--- src/hw/rtl/psg_pkg.sv ---
`default_nettype none
// ----------------------------------------------------------------------------
// psg_pkg
// Shared types, codes and constants of the tone/noise sound generator.
// ----------------------------------------------------------------------------
package psg_pkg;

  localparam int MAX_TICKS_DEFAULT = 64;

  localparam int STEP_W   = 22;
  localparam int FRAC_W   = 16;
  localparam int ACC_W    = STEP_W + 1;
  localparam int TICKS_W  = ACC_W - FRAC_W;
  localparam int PERIOD_W = 10;
  localparam int ATTEN_W  = 4;
  localparam int NMODE_W  = 3;
  localparam int LFSR_W   = 16;
  localparam int SAMPLE_W = 16;
  localparam int LEVEL_W  = 13;
  localparam int SUM_W    = 18;

  localparam logic [STEP_W-1:0]   TICK_STEP_RESET = 22'd332464;
  localparam logic [LFSR_W-1:0]   LFSR_SEED       = 16'h8000;
  localparam logic [PERIOD_W-1:0] NOISE_BASE      = 10'h010;
  localparam logic [1:0]          NOISE_CH        = 2'd3;
  localparam logic [1:0]          RATE_TONE2      = 2'd3;

  localparam logic ACT_WRITE  = 1'b0;
  localparam logic ACT_SAMPLE = 1'b1;

  localparam logic signed [SUM_W-1:0] SAMPLE_MAX = 18'sd32767;
  localparam logic signed [SUM_W-1:0] SAMPLE_MIN = -18'sd32768;

  typedef struct packed {
    logic write_byte;
    logic start_sample;
    logic run_tick;
    logic load_out;
  } psg_cmd_t;

  typedef struct packed {
    logic ticks_zero;
  } psg_status_t;

  function automatic logic [LEVEL_W-1:0] level_of(input logic [ATTEN_W-1:0] a);
    logic [LEVEL_W-1:0] r;
    unique case (a)
      4'd0:    r = 13'd7000;
      4'd1:    r = 13'd4416;
      4'd2:    r = 13'd2786;
      4'd3:    r = 13'd1758;
      4'd4:    r = 13'd1109;
      4'd5:    r = 13'd700;
      4'd6:    r = 13'd441;
      4'd7:    r = 13'd278;
      4'd8:    r = 13'd175;
      4'd9:    r = 13'd110;
      4'd10:   r = 13'd70;
      4'd11:   r = 13'd44;
      4'd12:   r = 13'd27;
      4'd13:   r = 13'd17;
      4'd14:   r = 13'd11;
      default: r = 13'd0;
    endcase
    return r;
  endfunction

endpackage
`default_nettype wire

--- src/hw/rtl/psg_in_if.sv ---
`default_nettype none
// ----------------------------------------------------------------------------
// psg_in_if
// Request channel: register byte write or sample request.
// ----------------------------------------------------------------------------
interface psg_in_if;
  logic       valid;
  logic       ready;
  logic       action;
  logic [7:0] data_byte;

  modport source (output valid, output action, output data_byte, input ready);
  modport sink   (input valid, input action, input data_byte, output ready);
endinterface
`default_nettype wire

--- src/hw/rtl/psg_out_if.sv ---
`default_nettype none
// ----------------------------------------------------------------------------
// psg_out_if
// Sample channel: one signed 16-bit mixed sample per word.
// ----------------------------------------------------------------------------
interface psg_out_if;
  logic               valid;
  logic               ready;
  logic signed [15:0] sample;

  modport source (output valid, output sample, input ready);
  modport sink   (input valid, input sample, output ready);
endinterface
`default_nettype wire

--- src/hw/rtl/psg_ctrl.sv ---
`default_nettype none
// ----------------------------------------------------------------------------
// psg_ctrl
// Sequencer: accepts requests, steps the tick loop, hands off the mix.
// ----------------------------------------------------------------------------
module psg_ctrl
  import psg_pkg::*;
(
  input  wire logic        clk,
  input  wire logic        rst,
  input  wire logic        req_valid,
  input  wire logic        req_action,
  output logic             req_ready,
  input  wire logic        out_ready,
  output logic             out_valid,
  input  wire psg_status_t status,
  output psg_cmd_t         cmd
);

  typedef enum logic [2:0] {
    ST_IDLE = 3'b001,
    ST_TICK = 3'b010,
    ST_MIX  = 3'b100
  } state_t;

  state_t state;
  state_t state_next;

  always_comb begin
    state_next = state;
    cmd        = '0;
    req_ready  = 1'b0;
    unique case (state)
      ST_IDLE: begin
        req_ready = 1'b1;
        if (req_valid) begin
          if (req_action == ACT_SAMPLE) begin
            cmd.start_sample = 1'b1;
            state_next       = ST_TICK;
          end else begin
            cmd.write_byte = 1'b1;
          end
        end
      end
      ST_TICK: begin
        if (status.ticks_zero) begin
          state_next = ST_MIX;
        end else begin
          cmd.run_tick = 1'b1;
        end
      end
      ST_MIX: begin
        if (!out_valid || out_ready) begin
          cmd.load_out = 1'b1;
          state_next   = ST_IDLE;
        end
      end
      default: state_next = ST_IDLE;
    endcase
  end

  always_ff @(posedge clk) begin
    if (rst) begin
      state     <= ST_IDLE;
      out_valid <= 1'b0;
    end else begin
      state <= state_next;
      if (cmd.load_out) begin
        out_valid <= 1'b1;
      end else if (out_ready) begin
        out_valid <= 1'b0;
      end
    end
  end

endmodule
`default_nettype wire

--- src/hw/rtl/psg_dp.sv ---
`default_nettype none
// ----------------------------------------------------------------------------
// psg_dp
// Datapath: registers, tone and noise counters, LFSR, mixer, sample word.
// ----------------------------------------------------------------------------
module psg_dp
  import psg_pkg::*;
#(
  parameter int MAX_TICKS_PER_SAMPLE = MAX_TICKS_DEFAULT
) (
  input  wire logic                       clk,
  input  wire logic                       rst,
  input  wire logic                       cfg_wr_en,
  input  wire logic [STEP_W-1:0]          cfg_wr_data,
  input  wire logic [7:0]                 data_byte,
  input  wire psg_cmd_t                   cmd,
  output psg_status_t                     status,
  output logic signed [SAMPLE_W-1:0]      sample
);

  localparam int CNT_W = $clog2(MAX_TICKS_PER_SAMPLE + 1);

  logic [STEP_W-1:0]   tick_step;
  logic [FRAC_W-1:0]   phase;
  logic [CNT_W-1:0]    ticks_left;
  logic [PERIOD_W-1:0] tone_period [3];
  logic [PERIOD_W-1:0] chan_cnt    [4];
  logic [ATTEN_W-1:0]  atten       [4];
  logic [3:0]          level;
  logic [LFSR_W-1:0]   lfsr;
  logic [NMODE_W-1:0]  noise_ctl;
  logic [1:0]          latch_ch;
  logic                latch_vol;

  logic [ACC_W-1:0]    acc;
  logic [TICKS_W-1:0]  ticks;
  logic [CNT_W-1:0]    ticks_capped;

  logic [1:0]          wr_ch;
  logic                wr_vol;
  logic [PERIOD_W-1:0] wr_old;
  logic [PERIOD_W-1:0] wr_period;

  logic [PERIOD_W-1:0] chan_cnt_next [4];
  logic [3:0]          level_next;
  logic [LFSR_W-1:0]   lfsr_next;
  logic                fb;

  logic signed [SUM_W-1:0] mix_sum;
  logic signed [SUM_W-1:0] mix_sat;

  assign acc          = ACC_W'(phase) + ACC_W'(tick_step);
  assign ticks        = acc[ACC_W-1:FRAC_W];
  assign ticks_capped = (32'(ticks) > 32'(MAX_TICKS_PER_SAMPLE)) ?
                        CNT_W'(MAX_TICKS_PER_SAMPLE) : CNT_W'(ticks);
  assign status.ticks_zero = (ticks_left == '0);

  always_comb begin
    wr_ch  = data_byte[7] ? data_byte[6:5] : latch_ch;
    wr_vol = data_byte[7] ? data_byte[4]   : latch_vol;
    unique case (wr_ch)
      2'd0:    wr_old = tone_period[0];
      2'd1:    wr_old = tone_period[1];
      default: wr_old = tone_period[2];
    endcase
    if (data_byte[7]) begin
      wr_period = {wr_old[9:4], data_byte[3:0]};
    end else begin
      wr_period = {data_byte[5:0], wr_old[3:0]};
    end
    if (wr_period == '0) begin
      wr_period = PERIOD_W'(1);
    end
  end

  always_comb begin
    for (int i = 0; i < 3; i++) begin
      if (chan_cnt[i] <= PERIOD_W'(1)) begin
        chan_cnt_next[i] = tone_period[i];
        level_next[i]    = (tone_period[i] > PERIOD_W'(1)) ? ~level[i] : 1'b1;
      end else begin
        chan_cnt_next[i] = chan_cnt[i] - PERIOD_W'(1);
        level_next[i]    = level[i];
      end
    end
    fb = noise_ctl[2] ? (lfsr[0] ^ lfsr[3]) : lfsr[0];
    if (chan_cnt[3] <= PERIOD_W'(1)) begin
      if (noise_ctl[1:0] == RATE_TONE2) begin
        chan_cnt_next[3] = tone_period[2];
      end else begin
        chan_cnt_next[3] = NOISE_BASE << noise_ctl[1:0];
      end
      lfsr_next     = {fb, lfsr[LFSR_W-1:1]};
      level_next[3] = lfsr[1];
    end else begin
      chan_cnt_next[3] = chan_cnt[3] - PERIOD_W'(1);
      lfsr_next        = lfsr;
      level_next[3]    = level[3];
    end
  end

  always_comb begin
    mix_sum = '0;
    for (int i = 0; i < 4; i++) begin
      if (level[i]) begin
        mix_sum = mix_sum + SUM_W'(level_of(atten[i]));
      end else begin
        mix_sum = mix_sum - SUM_W'(level_of(atten[i]));
      end
    end
    priority if (mix_sum > SAMPLE_MAX) begin
      mix_sat = SAMPLE_MAX;
    end else if (mix_sum < SAMPLE_MIN) begin
      mix_sat = SAMPLE_MIN;
    end else begin
      mix_sat = mix_sum;
    end
  end

  always_ff @(posedge clk) begin
    if (rst) begin
      tick_step  <= TICK_STEP_RESET;
      phase      <= '0;
      ticks_left <= '0;
      for (int i = 0; i < 3; i++) begin
        tone_period[i] <= PERIOD_W'(1);
      end
      for (int i = 0; i < 4; i++) begin
        chan_cnt[i] <= PERIOD_W'(1);
        atten[i]    <= '1;
      end
      level     <= '0;
      lfsr      <= LFSR_SEED;
      noise_ctl <= '0;
      latch_ch  <= '0;
      latch_vol <= 1'b0;
    end else begin
      if (cfg_wr_en) begin
        tick_step <= cfg_wr_data;
      end
      if (cmd.write_byte) begin
        if (data_byte[7]) begin
          latch_ch  <= data_byte[6:5];
          latch_vol <= data_byte[4];
        end
        if (wr_vol) begin
          atten[wr_ch] <= data_byte[3:0];
        end else if (wr_ch == NOISE_CH) begin
          noise_ctl <= data_byte[2:0];
          lfsr      <= LFSR_SEED;
        end else begin
          tone_period[wr_ch] <= wr_period;
        end
      end
      if (cmd.start_sample) begin
        phase      <= acc[FRAC_W-1:0];
        ticks_left <= ticks_capped;
      end
      if (cmd.run_tick) begin
        chan_cnt   <= chan_cnt_next;
        level      <= level_next;
        lfsr       <= lfsr_next;
        ticks_left <= ticks_left - CNT_W'(1);
      end
    end
  end

  always_ff @(posedge clk) begin
    if (cmd.load_out) begin
      sample <= mix_sat[SAMPLE_W-1:0];
    end
  end

endmodule
`default_nettype wire

--- src/hw/rtl/psg_tone_noise_generator_unit.sv ---
`default_nettype none
// ----------------------------------------------------------------------------
// psg_tone_noise_generator_unit
// Three square-wave tone channels and one LFSR noise channel, mixed to one
// signed 16-bit sample.
//
// req: valid/ready words. action 0 writes data_byte through the latch/data
//   register protocol and gives no result; action 1 asks for one sample.
// smp: one signed 16-bit sample word per sample request, in request order.
// cfg_wr_en/cfg_wr_data: write tick_step (unsigned 6.16 internal ticks per
//   sample) at any clock edge with cfg_wr_en high.
// A sample request runs N internal ticks before its sample word is loaded,
// where N is the whole number of ticks of the 7.16 phase accumulator,
// capped at MAX_TICKS_PER_SAMPLE; one internal tick runs per cycle through
// the shared counter/LFSR datapath.
// Requests are taken one at a time; req is ready again once the sample is
// loaded into the output register.
// A stalled receiver holds the sample word; the next request is still taken
// and its sample waits in the mixer until the output register frees up.
// Reset (rst, synchronous) silences all channels, sets periods and counters
// to 1, seeds the LFSR with 0x8000 and restores tick_step to 332464.
// ----------------------------------------------------------------------------
module psg_tone_noise_generator_unit
  import psg_pkg::*;
#(
  parameter int MAX_TICKS_PER_SAMPLE = MAX_TICKS_DEFAULT
) (
  input  wire logic              clk,
  input  wire logic              rst,
  psg_in_if.sink                 req,
  psg_out_if.source              smp,
  input  wire logic              cfg_wr_en,
  input  wire logic [STEP_W-1:0] cfg_wr_data
);

  psg_cmd_t    cmd;
  psg_status_t status;
  logic        req_ready;
  logic        out_valid;
  logic signed [SAMPLE_W-1:0] sample;

  psg_ctrl u_ctrl (
    .clk        (clk),
    .rst        (rst),
    .req_valid  (req.valid),
    .req_action (req.action),
    .req_ready  (req_ready),
    .out_ready  (smp.ready),
    .out_valid  (out_valid),
    .status     (status),
    .cmd        (cmd)
  );

  psg_dp #(
    .MAX_TICKS_PER_SAMPLE (MAX_TICKS_PER_SAMPLE)
  ) u_dp (
    .clk         (clk),
    .rst         (rst),
    .cfg_wr_en   (cfg_wr_en),
    .cfg_wr_data (cfg_wr_data),
    .data_byte   (req.data_byte),
    .cmd         (cmd),
    .status      (status),
    .sample      (sample)
  );

  assign req.ready  = req_ready;
  assign smp.valid  = out_valid;
  assign smp.sample = sample;

endmodule
`default_nettype wire
--- src/flat_wrapper.sv ---
// flat-port wrapper written by rule: the top's interface ports become plain ports
module psg_tone_noise_generator_unit_flat import psg_pkg::*;
#(
  parameter int MAX_TICKS_PER_SAMPLE = MAX_TICKS_DEFAULT
)
  (clk, rst, cfg_wr_en, cfg_wr_data, req_valid, req_action, req_data_byte, req_ready, smp_valid, smp_sample, smp_ready);
  psg_in_if req_i ();
  psg_out_if smp_i ();
  input  wire logic clk;
  input  wire logic rst;
  input  wire logic cfg_wr_en;
  input  wire logic [STEP_W-1:0] cfg_wr_data;
  input wire logic [$bits(req_i.valid)-1:0] req_valid;
  input wire logic [$bits(req_i.action)-1:0] req_action;
  input wire logic [$bits(req_i.data_byte)-1:0] req_data_byte;
  output wire logic [$bits(req_i.ready)-1:0] req_ready;
  output wire logic [$bits(smp_i.valid)-1:0] smp_valid;
  output wire logic [$bits(smp_i.sample)-1:0] smp_sample;
  input wire logic [$bits(smp_i.ready)-1:0] smp_ready;
  assign req_i.valid = req_valid;
  assign req_i.action = req_action;
  assign req_i.data_byte = req_data_byte;
  assign req_ready = req_i.ready;
  assign smp_valid = smp_i.valid;
  assign smp_sample = smp_i.sample;
  assign smp_i.ready = smp_ready;
  psg_tone_noise_generator_unit #(.MAX_TICKS_PER_SAMPLE(MAX_TICKS_PER_SAMPLE)) u_core (.clk(clk), .rst(rst), .req(req_i), .smp(smp_i), .cfg_wr_en(cfg_wr_en), .cfg_wr_data(cfg_wr_data));
endmodule
--- config.mk ---
export PLATFORM = sky130hd
export DESIGN_NAME = psg_tone_noise_generator_unit_flat
export DESIGN_NICKNAME = d
export VERILOG_FILES = /design/src/hw/rtl/psg_pkg.sv /design/src/hw/rtl/psg_in_if.sv /design/src/hw/rtl/psg_out_if.sv /design/src/hw/rtl/psg_ctrl.sv /design/src/hw/rtl/psg_dp.sv /design/src/hw/rtl/psg_tone_noise_generator_unit.sv /design/src/flat_wrapper.sv
export SDC_FILE = /design/constraint.sdc
export NUM_CORES = 1
export LEC_CHECK = 0
export ABC_AREA = 1
export BUFFER_PORTS_ARGS = -buffer_cell sky130_fd_sc_hd__clkbuf_2
export CAP_MARGIN = 0
export CORE_MARGIN = 2
export CORE_UTILIZATION = 60
export DETAILED_ROUTE_END_ITERATION = 8
export PLACE_DENSITY = 0.75
export RECOVER_POWER = 100
export SLEW_MARGIN = 20
export SYNTH_ARGS = -nofsm -noshare
export SYNTH_HDL_FRONTEND = slang
export SYNTH_SLANG_ARGS = --single-unit
export TNS_END_PERCENT = 10
--- constraint.sdc ---
create_clock -name clk -period 6.7 [get_ports clk]
set_input_delay 0.67 -clock clk [delete_from_list [all_inputs] [get_ports clk]]
set_output_delay 0.67 -clock clk [all_outputs]
set_load 0.1 [all_outputs]
## Word level (Yosys, flattened, before mapping)

Memories as Yosys holds them, arrays and structs flattened.
Cells that the tools add are included.

- Bits in registers: 131
- Latch bits: 0
- RAM bits: 46
- Memory bits (read-only): 1664
- Logic and storage cells: 154
- Memories: 10

- $add $sub $neg: 13
- $mul: 0
- Div/mod/pow operators: 0
- Order comparisons: 10
- Equal/unequal tests: 12
- Shift-type cells: 1
- Mux-type cells: 67
- Bitwise operators: 5
- Reduce and logical (&&, ||, !) cells: 18

Memory list:

| name | words | bits a word | read ports | clocked after Yosys merged registers in | wr ports | line | RTL |
|---|---|---|---|---|---|---|---|
| (name not given) | 16 | 13 | 1 | 0 | 0 | psg_pkg.sv:47 | `unique case (a)` |
| (name not given) | 16 | 13 | 1 | 0 | 0 | psg_pkg.sv:47 |  |
| (name not given) | 16 | 13 | 1 | 0 | 0 | psg_pkg.sv:47 |  |
| (name not given) | 16 | 13 | 1 | 0 | 0 | psg_pkg.sv:47 |  |
| (name not given) | 16 | 13 | 1 | 0 | 0 | psg_pkg.sv:47 |  |
| (name not given) | 16 | 13 | 1 | 0 | 0 | psg_pkg.sv:47 |  |
| +4 memories | -- | -- | -- | -- | -- | -- |  |

Operators with widths:

| cell | count |
|---|---|
| 16-bit 2-to-1 mux | 6 |
| 13-bit 2-to-1 mux | 7 |
| 10-bit 2-to-1 mux | 8 |
| 18-bit 2-to-1 mux | 4 |
| 18-bit by 13-bit adder with 18-bit output | 3 |
| 18-bit by 13-bit subtractor with 18-bit output | 3 |
| 10-bit by 1-bit less-or-equal comparator with 1-bit output (second input constant) | 4 |
| 10-bit by 1-bit subtractor with 10-bit output (second input constant) | 4 |
| 10-bit by 1-bit greater-than comparator with 1-bit output (second input constant) | 3 |
| 1-bit 2-to-1 mux | 27 |
| 16-bit by 22-bit adder with 23-bit output | 1 |
| 7-bit 2-to-1 mux | 3 |
| 10-bit case mux with 2 select lines | 1 |
| 18-bit by 16-bit greater-than comparator with 1-bit output (second input constant) | 1 |
| 18-bit by 16-bit < comparator with 1-bit output (second input constant) | 1 |
| 1-bit by 13-bit subtractor with 14-bit output (first input constant) | 1 |
| 3-bit 2-to-1 mux | 4 |
| 10-bit logical NOT | 1 |
| 2-bit 2-to-1 mux | 5 |
| 10-bit OR reduction | 1 |
| 5-bit by 2-bit << shifter with 10-bit output (first input constant) | 1 |
| 3-bit case mux with 3 select lines | 1 |
| 2-bit != test (second input constant) | 4 |
| 2-bit AND reduction | 4 |
| 19 further kinds | 28 |

## Logic depth before layout (Yosys ltp)

Gate-level depths: netlist (run 1).
An unclocked memory read counts as a cell.

- Depth after elaboration: 13
- Mapped depth: 44

## Hierarchy

A second synthesis (run 1) with hierarchy kept.

- Cells, all modules: 1910
- Area, all modules: 13588.0 um^2

By module, submodules not included:

| module | times used | cells an instance | area each (um^2) | sequential area each (um^2) |
|---|---|---|---|---|
| psg_dp | 1 | 1874 | 13359.1 | 4083.9 |
| psg_ctrl | 1 | 36 | 229.0 | 80.1 |

## Least setup slack after synthesis (run 1)

Ideal clock, no wire load.

- Path type: register -> register
- Start: mem u_core.u_dp.atten[1][1]
- End: reg u_core.u_dp.sample[8] (data pin)
- Setup time: 0.252 ns
- Arrival: 5.470 ns
- Data required time: 6.448 ns
- Setup slack: 0.978 ns
- Stages on the path, launching flop included: 42
- Buffers on the path: 1
- Cells stage by stage: edfxtp_1 > inv_1 > ha_1 > inv_1 > nand2_1 > nand3_1 > nand2_1 > nor3_1 > nand2_1 > nand2_1 > xnor2_1 > inv_1 > ha_1 > nand2_1 > nor3_1 > nand2_1 > o211ai_1 > nand2_1 > [6 not listed] > nand2_1 > o21ai_0 > a21oi_1 > o21ai_0 > xor2_1 > inv_1 > ha_1 > inv_1 > nor3_1 > nand3_1 > nand2_1 > xnor2_1 > inv_1 > nand2_1 > nand3_4 > buf_6 > nand2_1 > nand2_1

RTL lines:

| what | line | RTL |
|---|---|---|
| start: declaration | psg_dp.sv:28 | `logic [ATTEN_W-1:0] atten [4];` |
| end signal: assignment | psg_dp.sv:170 | `sample <= mix_sat[SAMPLE_W-1:0];` |
| end: declaration | psg_dp.sv:18 | `output logic signed [SAMPLE_W-1:0] sample` |

==> flow_summary.yaml, run 1 <==
floorplanning:
  core-area_mm2: 0.02243
  initial_core_util_pct: 60.52
  die_x_um: 154.4
  io_pins: 54
  fp-row-count: 55
  die_y_um: 154.4
  dieArea_mm2: 0.02385
routing:
  wire_per_inst_um: 14.23
  drt_drc_violations_left: 0
  route.met3.wl_mm: 1.535
  antenna_left: 0
  wirelength_mm: 31.91
  firstDrtPassIters: 6
  vias: 12480
  top_layer: "met4"
  wl_met2_mm: 15.28
  wl_met1_mm: 14.46
  drt_iter0_drc: 1033
  avgViaCountPerCell: 5.566
outcome:
  violations: "max-capacitance violations, max-slew violations"
  status: "complete, but fails checks"
yosys:
  syn_area_mm2: 0.01358
  synth_area_leaders: "dfxtp_1 (17%), edfxtp_1 (14%), ha_1 (11%)"
  netlist_instances: 1900
  synth_top_area_cell: "dfxtp_1"
  yosys.area.top_type_share_pct: 16.96
  synth_edf_count: 62
  synth_nets: 2056
  ys.flop_type: "dfxtp_1"
  synth-async-reset-ratio_pct: 0
  ys_seq_area_share_pct: 30.67
  yosysWarningCount: 0
  yosysUniqueCellTypes: 66
  syn_area_per_cell_um2: 7.146
  synth_seq_cells: 177
power_and_ir_drop:
  total_power_w: 0.002758
  irDropWorstVdd_mv: 0.1686
  leakage_nw: 7.026
  p_per_area_mw_per_mm2: 188.3
final_layout:
  utilization_pct: 65.31
  n_antenna_cell: 0
  final_common_cell: "nand2_1"
  fin_nets: 2100
  fin_cells: 2242
  area_growth_pct: 7.917
  n_fill_cell: 2031
  final_cell_mix: "nand2_1 (355), inv_1 (258), nor2_1 (220)"
  drive_gt1_share_pct: 7.307
critical_path:
  arrival_ns: 6.34
  critPathSlowestCell: "edfxtp_1"
  rr_worst_depth: 39
  r2r-end: "u_core.u_dp.sample[0]"
  r2r-start: "u_core.u_dp.atten[1][0]"
  end_kind: "flop"
  regToRegSetupSlack_ns: 0.55
  critPathMaxStageDelay_ns: 0.49
  crit_top_cell: "nand2_1"
  worst-endpoint-required_ns: 6.89
  crit_fanout: 15
  start_kind: "flop"
  crit_type: "reg -> reg"
timing:
  hold_ws_ns: 0.4483
  relSlewSlack_pct: -57.72
  worst_pin_slew_ns: 2.366
  fmax_mhz: 162.7
  setup_viol: 0
  finalCriticalPeriod_ns: 6.146
  tns_ns: 0
  fin_skew_ns: 0.01403
  finalCritPeriodShare_pct: 91.73
  finalHoldViolCount: 0
  maxSlewViolCount: 145
placed_design:
  dp.cells: 2194
  port-buffer-count: 53
  gp_congestion: 0.9154
  dp_hpwl_mm: 23.91
global_routing:
  antenna_found_initial: 0
  grt_overflow: 0
  grt_max_degree: 50
  grt_pass1_wl_mm: 52.83
  grt_pass1_vias: 11483
  track_usage_pct: 26.52
cts:
  path_clk_slew_ns: 0.08
  clock_latency_ns: 0.44
  cts.htree.levels: 4
  postCtsHoldBufs: 0
  cts.sinks: 177
  cts_tree: "yes"
  cts_buffers: 17
  root_buffer: "clkbuf_16"
  clockBufferDepth: 2
worst_hold_path:
  hold_depth: 3
  hp-class: "in -> reg"
  whs_endpoint: "u_core.u_dp.tick_step[9]"
  worstHoldStart: "cfg_wr_data[9]"
run:
  maxCapViolCount: 4
synth_stat cells, types with 5 or more instances:
library cell and number:
o221ai_1 6, ha_1 116, nand2_1 355, o22ai_1 13
a31oi_1 21, clkinv_1 5, a21oi_1 136, nand3_1 81
inv_1 262, xor2_1 72, edfxtp_1 62, o21ai_1 9
o211ai_1 27, nand2_2 12, nand4_1 12, a211oi_1 7
clkbuf_1 33, o2111ai_1 5, dfxtp_1 115, xnor2_1 40
nor2_2 10, o21ai_0 147, buf_6 7, inv_2 11
o31ai_1 7, nor2_1 219, nor3_1 30, buf_2 5
power breakdown:
group / internal (W) / switching, W / total, W
sequential: 0.00117 / 0.0000306 / 0.00120
clock: 0.000547 / 0.000437 / 0.000985
combinational: 0.000183 / 0.000391 / 0.000575
total: 0.00190 / 0.000859 / 0.00276
stage by stage:
stage	cell area (um2)	setup slack (ns)
global placement	13980	0.5164
finish	14650	0.5543
floorplan	13580	0.9781
global route	14650	-0.004868
detailed placement	13980	0.2692
CTS	14560	0.2376
cells by family (layout without fill, tap and decap cells):
| group | count (synthesis) | in the layout | synth area share (%) |
|---|---|---|---|
| and+or+nand+nor | 745 | 746 | 23.21 |
| AOI/OAI and AO/OA | 415 | 415 | 17.72 |
| buffers and inverters | 330 | 386 | 9.815 |
| DFF | 177 | 177 | 30.67 |
| adders and majority gates | 120 | 120 | 11.28 |
| xor gates and xnor gates | 112 | 112 | 7.225 |
| muxes | 1 | 1 | 0.07373 |
worst max-delay path, delay by kind of cell, from the launching register on:
| family | cells | cell delay (ns) |
|---|---|---|
| AOI/OAI and AO/OA | 6 | 0.89 |
| and+or+nand+nor | 17 | 2.14 |
| buffers and inverters | 8 | 0.60 |
| xor gates and xnor gates | 4 | 0.56 |
| adders and majority gates | 4 | 1.23 |
| DFF | 1 | 0.49 |
sequential cells by signal, indices dropped and copies added (netlist names):
signal and cells:
u_core.u_dp.phase 16, u_core.u_dp.ticks_left 7, u_core.u_dp.latch_ch 2, u_core.u_dp.lfsr 16, u_core.u_dp.tone_period 30, u_core.u_dp.noise_ctl 3
u_core.u_dp.chan_cnt 40, u_core.u_dp.atten 16, u_core.u_dp.latch_vol 1, u_core.u_dp.level 4, u_core.u_ctrl.out_valid 1, u_core.u_dp.sample 16
u_core.u_dp.tick_step 22, u_core.u_ctrl.state 3
area by class of cell:
| type | count | area, um2 | share of cell area (%) |
|---|---|---|---|
| flip-flops and latches | 177 | 4164 | 28.42 |
| clock buffers | 24 | 515.5 | 3.518 |
| multi-input cells | 1394 | 8110 | 55.35 |
| clock inverters | 8 | 63.81 | 0.4355 |
| inverters | 279 | 1055 | 7.199 |
| well taps | 285 | 356.6 | 2.434 |
| repair buffers | 75 | 386.6 | 2.639 |
per-layer routing:
layer | track usage, % | vias up
met3 | 4.007 | 55
met4 | 7.672 | 0
met2 | 46.49 | 327
met5 | 0 | -
met1 | 33.97 | 5731
li1 | - | 6367
how the worst max path moves through the flow:
| stage | start | endpoint | slack (ns) | cells past startpoint |
|---|---|---|---|---|
| detailed placement | u_core.u_dp.atten[1][1] | u_core.u_dp.sample[0] | 0.27 | 39 |
| global placement | u_core.u_dp.atten[0][1] | u_core.u_dp.sample[3] | 0.52 | 36 |
| global route | u_core.u_dp.atten[1][1] | u_core.u_dp.sample[2] | -0.005 | 41 |
| CTS | u_core.u_dp.atten[1][1] | u_core.u_dp.sample[0] | 0.24 | 39 |
| floorplan | u_core.u_dp.atten[1][1] | u_core.u_dp.sample[8] | 0.98 | 41 |
| finish | u_core.u_dp.atten[1][0] | u_core.u_dp.sample[0] | 0.55 | 39 |
repair_timing:
action / in CTS / in global routing
gates resized for setup: 0 / 14
setup buffers: 0 / 15
endpoints found under the setup margin: 0 / 15
Power figures use the tool's default switching activity.
==> run 2, diff against run 1 <==
- GPL_TIMING_DRIVEN: not set -> 0
==> flow_summary.yaml, run 2 (same netlist as run 1, synthesis figures left out) <==
timing:
  finalCritPeriodShare_pct: 94.69
  maxSlewViolCount: 0
  setup_viol: 0
  finalHoldViolCount: 0
  relSlewSlack_pct: 22.15
  fin_skew_ns: 0.01757
  worst_pin_slew_ns: 1.173
  fmax_mhz: 157.6
  finalCriticalPeriod_ns: 6.344
routing:
  wire_per_inst_um: 15.11
  avgViaCountPerCell: 5.614
  vias: 12806
  wirelength_mm: 34.46
  drt_iter0_drc: 957
  firstDrtPassIters: 6
  antenna_left: 0
  drt_drc_violations_left: 0
power_and_ir_drop:
  irDropWorstVdd_mv: 0.1736
  p_per_area_mw_per_mm2: 187.2
  leakage_nw: 7.165
  p_int_w: 0.001924
  p_clk_share_pct: 35.3
  power_frac_comb_pct: 22.0
  switching_share_pct: 31.44
  power_frac_seq_pct: 42.8
  power.switching_w: 0.0008824
global_routing:
  grt_pass1_wl_mm: 56.14
  antenna_found_initial: 0
  track_usage_pct: 28.74
  grt_overflow: 0
  grt_max_degree: 17
  grt_pass1_vias: 11780
final_layout:
  n_antenna_cell: 0
  drive_gt1_share_pct: 8.818
  largest_reg_flops: 40
  fin_cells: 2281
  final_area_mm2: 0.01499
  final_common_cell: "nand2_1"
  area_growth_pct: 10.43
  regMostFlops: "u_core.u_dp.chan_cnt"
  fin_nets: 2140
  final_cell_mix: "nand2_1 (352), inv_1 (258), nor2_1 (217)"
  reg.largest.list: "u_core.u_dp.chan_cnt x40, u_core.u_dp.tone_period x30, u_core.u_dp.tick_step x22"
worst_hold_path:
  whs_endpoint: "u_core.u_dp.tick_step[9]"
  hp-class: "in -> reg"
  hold_depth: 3
  worstHoldStart: "cfg_wr_data[9]"
placed_design:
  dp.cells: 2239
  dp_hpwl_mm: 26.46
  placed_cell_area_mm2: 0.01421
  port-buffer-count: 52
  gp_congestion: 0.9697
floorplanning:
  io_pins: 54
  fp-row-count: 55
  die_x_um: 154.4
  core-area_mm2: 0.02243
  initial_core_util_pct: 60.52
  die_y_um: 154.4
  dieArea_mm2: 0.02385
outcome:
  status: "finished, final reports clean"
critical_path:
  end_kind: "flop"
  rr_worst_depth: 42
  r2r-start: "u_core.u_dp.atten[1][1]"
  arrival_ns: 6.55
  start_kind: "flop"
  critPathSlowestCell: "edfxtp_1"
  crit_top_cell: "nand2_1"
  crit_fanout: 10
  worst-endpoint-required_ns: 6.90
  regToRegSetupSlack_ns: 0.36
  crit_type: "reg -> reg"
  critPathMaxStageDelay_ns: 0.50
  r2r-end: "u_core.u_dp.sample[8]"
cts:
  cts.sinks: 177
  clockBufferDepth: 2
  root_buffer: "clkbuf_16"
  cts_tree: "yes"
  clock_latency_ns: 0.44
  cts.htree.levels: 4
  cts_buffers: 17
  path_clk_slew_ns: 0.08
run:
  maxCapViolCount: 0
run 2: cell types whose count changed in the layout (fill, tap and decap cells not counted), sizes merged:
cell,previous run,this run
bufinv,0,1
buf,17,27
nand3,88,87
clkinvlp,2,0
clkinv,7,8
inv,278,281
clkbuf,82,109
run 2: stage by stage:
stage          hold WS [ns]  setup slack (ns)  total power [W]  TNS, ns  util (%)
6_report             0.4499            0.3559         0.002807        0     66.83
5_1_grt              0.4543          -0.06013         0.002933  -0.5400     66.83
4_1_cts              0.4477           0.01549         0.002787        0     65.94
3_5_place_dp         0.4522           0.02848         0.001809        0     63.34
3_3_place_gp         0.4507            0.1772         0.001796        0     63.27
2_1_floorplan        0.4354            0.9781         0.001667        0         -
run 2: what timing repair did:
action | in CTS | in global routing
hold buffers | 0 | 0
endpoints found under the setup margin | 0 | 16
setup buffers | 0 | 11
resized for setup | 0 | 37
run 2: final cells by class:
class | instances | area [um2]
sequential | 177 | 4164
fill | 1998 | 7441
timing repair buffer | 65 | 339.1
multi-input combinational | 1393 | 8218
buffer | 51 | 277.8
clock buffer | 20 | 466.7
clock inverter | 11 | 116.4
inverter | 279 | 1055
tap | 285 | 356.6
run 2: worst max-delay path by stage:
stage / endpoint / start / cells after the start
2_1_floorplan: u_core.u_dp.sample[8] / u_core.u_dp.atten[1][1] / 41
3_3_place_gp: u_core.u_dp.sample[8] / u_core.u_dp.atten[1][1] / 40
3_5_place_dp: u_core.u_dp.sample[8] / u_core.u_dp.atten[1][1] / 40
4_1_cts: u_core.u_dp.sample[8] / u_core.u_dp.atten[1][1] / 40
5_1_grt: u_core.u_dp.sample[9] / u_core.u_dp.atten[1][0] / 44
6_report: u_core.u_dp.sample[8] / u_core.u_dp.atten[1][1] / 42
run 2: layer usage:
layer  vias to the layer above  GRT usage [%]  share of wire, %
met1                      5871          35.88                43
met3                        82          4.427               5.5
li1                       6462              -                 -
met4                         0          11.02               3.1
met2                       391          50.13                48
met5                         -              0                 0
run 2: worst max-delay path, delay by kind of cell (launching register included):
family	cells	cell delay, ns
and+or+nand+nor	19	2.10
adders and majority gates	4	1.08
buffers and inverters	9	0.90
AOI/OAI and AO/OA	6	0.86
xor gates and xnor gates	4	0.67
DFF	1	0.50
run 2: power groups by stage:
stage | sequential (W) | clock, W | combinational, W
floorplan | 0.00124 | 0 | 0.000424
global placement | 0.00122 | 0 | 0.000574
detailed placement | 0.00122 | 0 | 0.000586
CTS | 0.00120 | 0.000997 | 0.000590
global route | 0.00120 | 0.00104 | 0.000686
finish | 0.00120 | 0.000990 | 0.000616
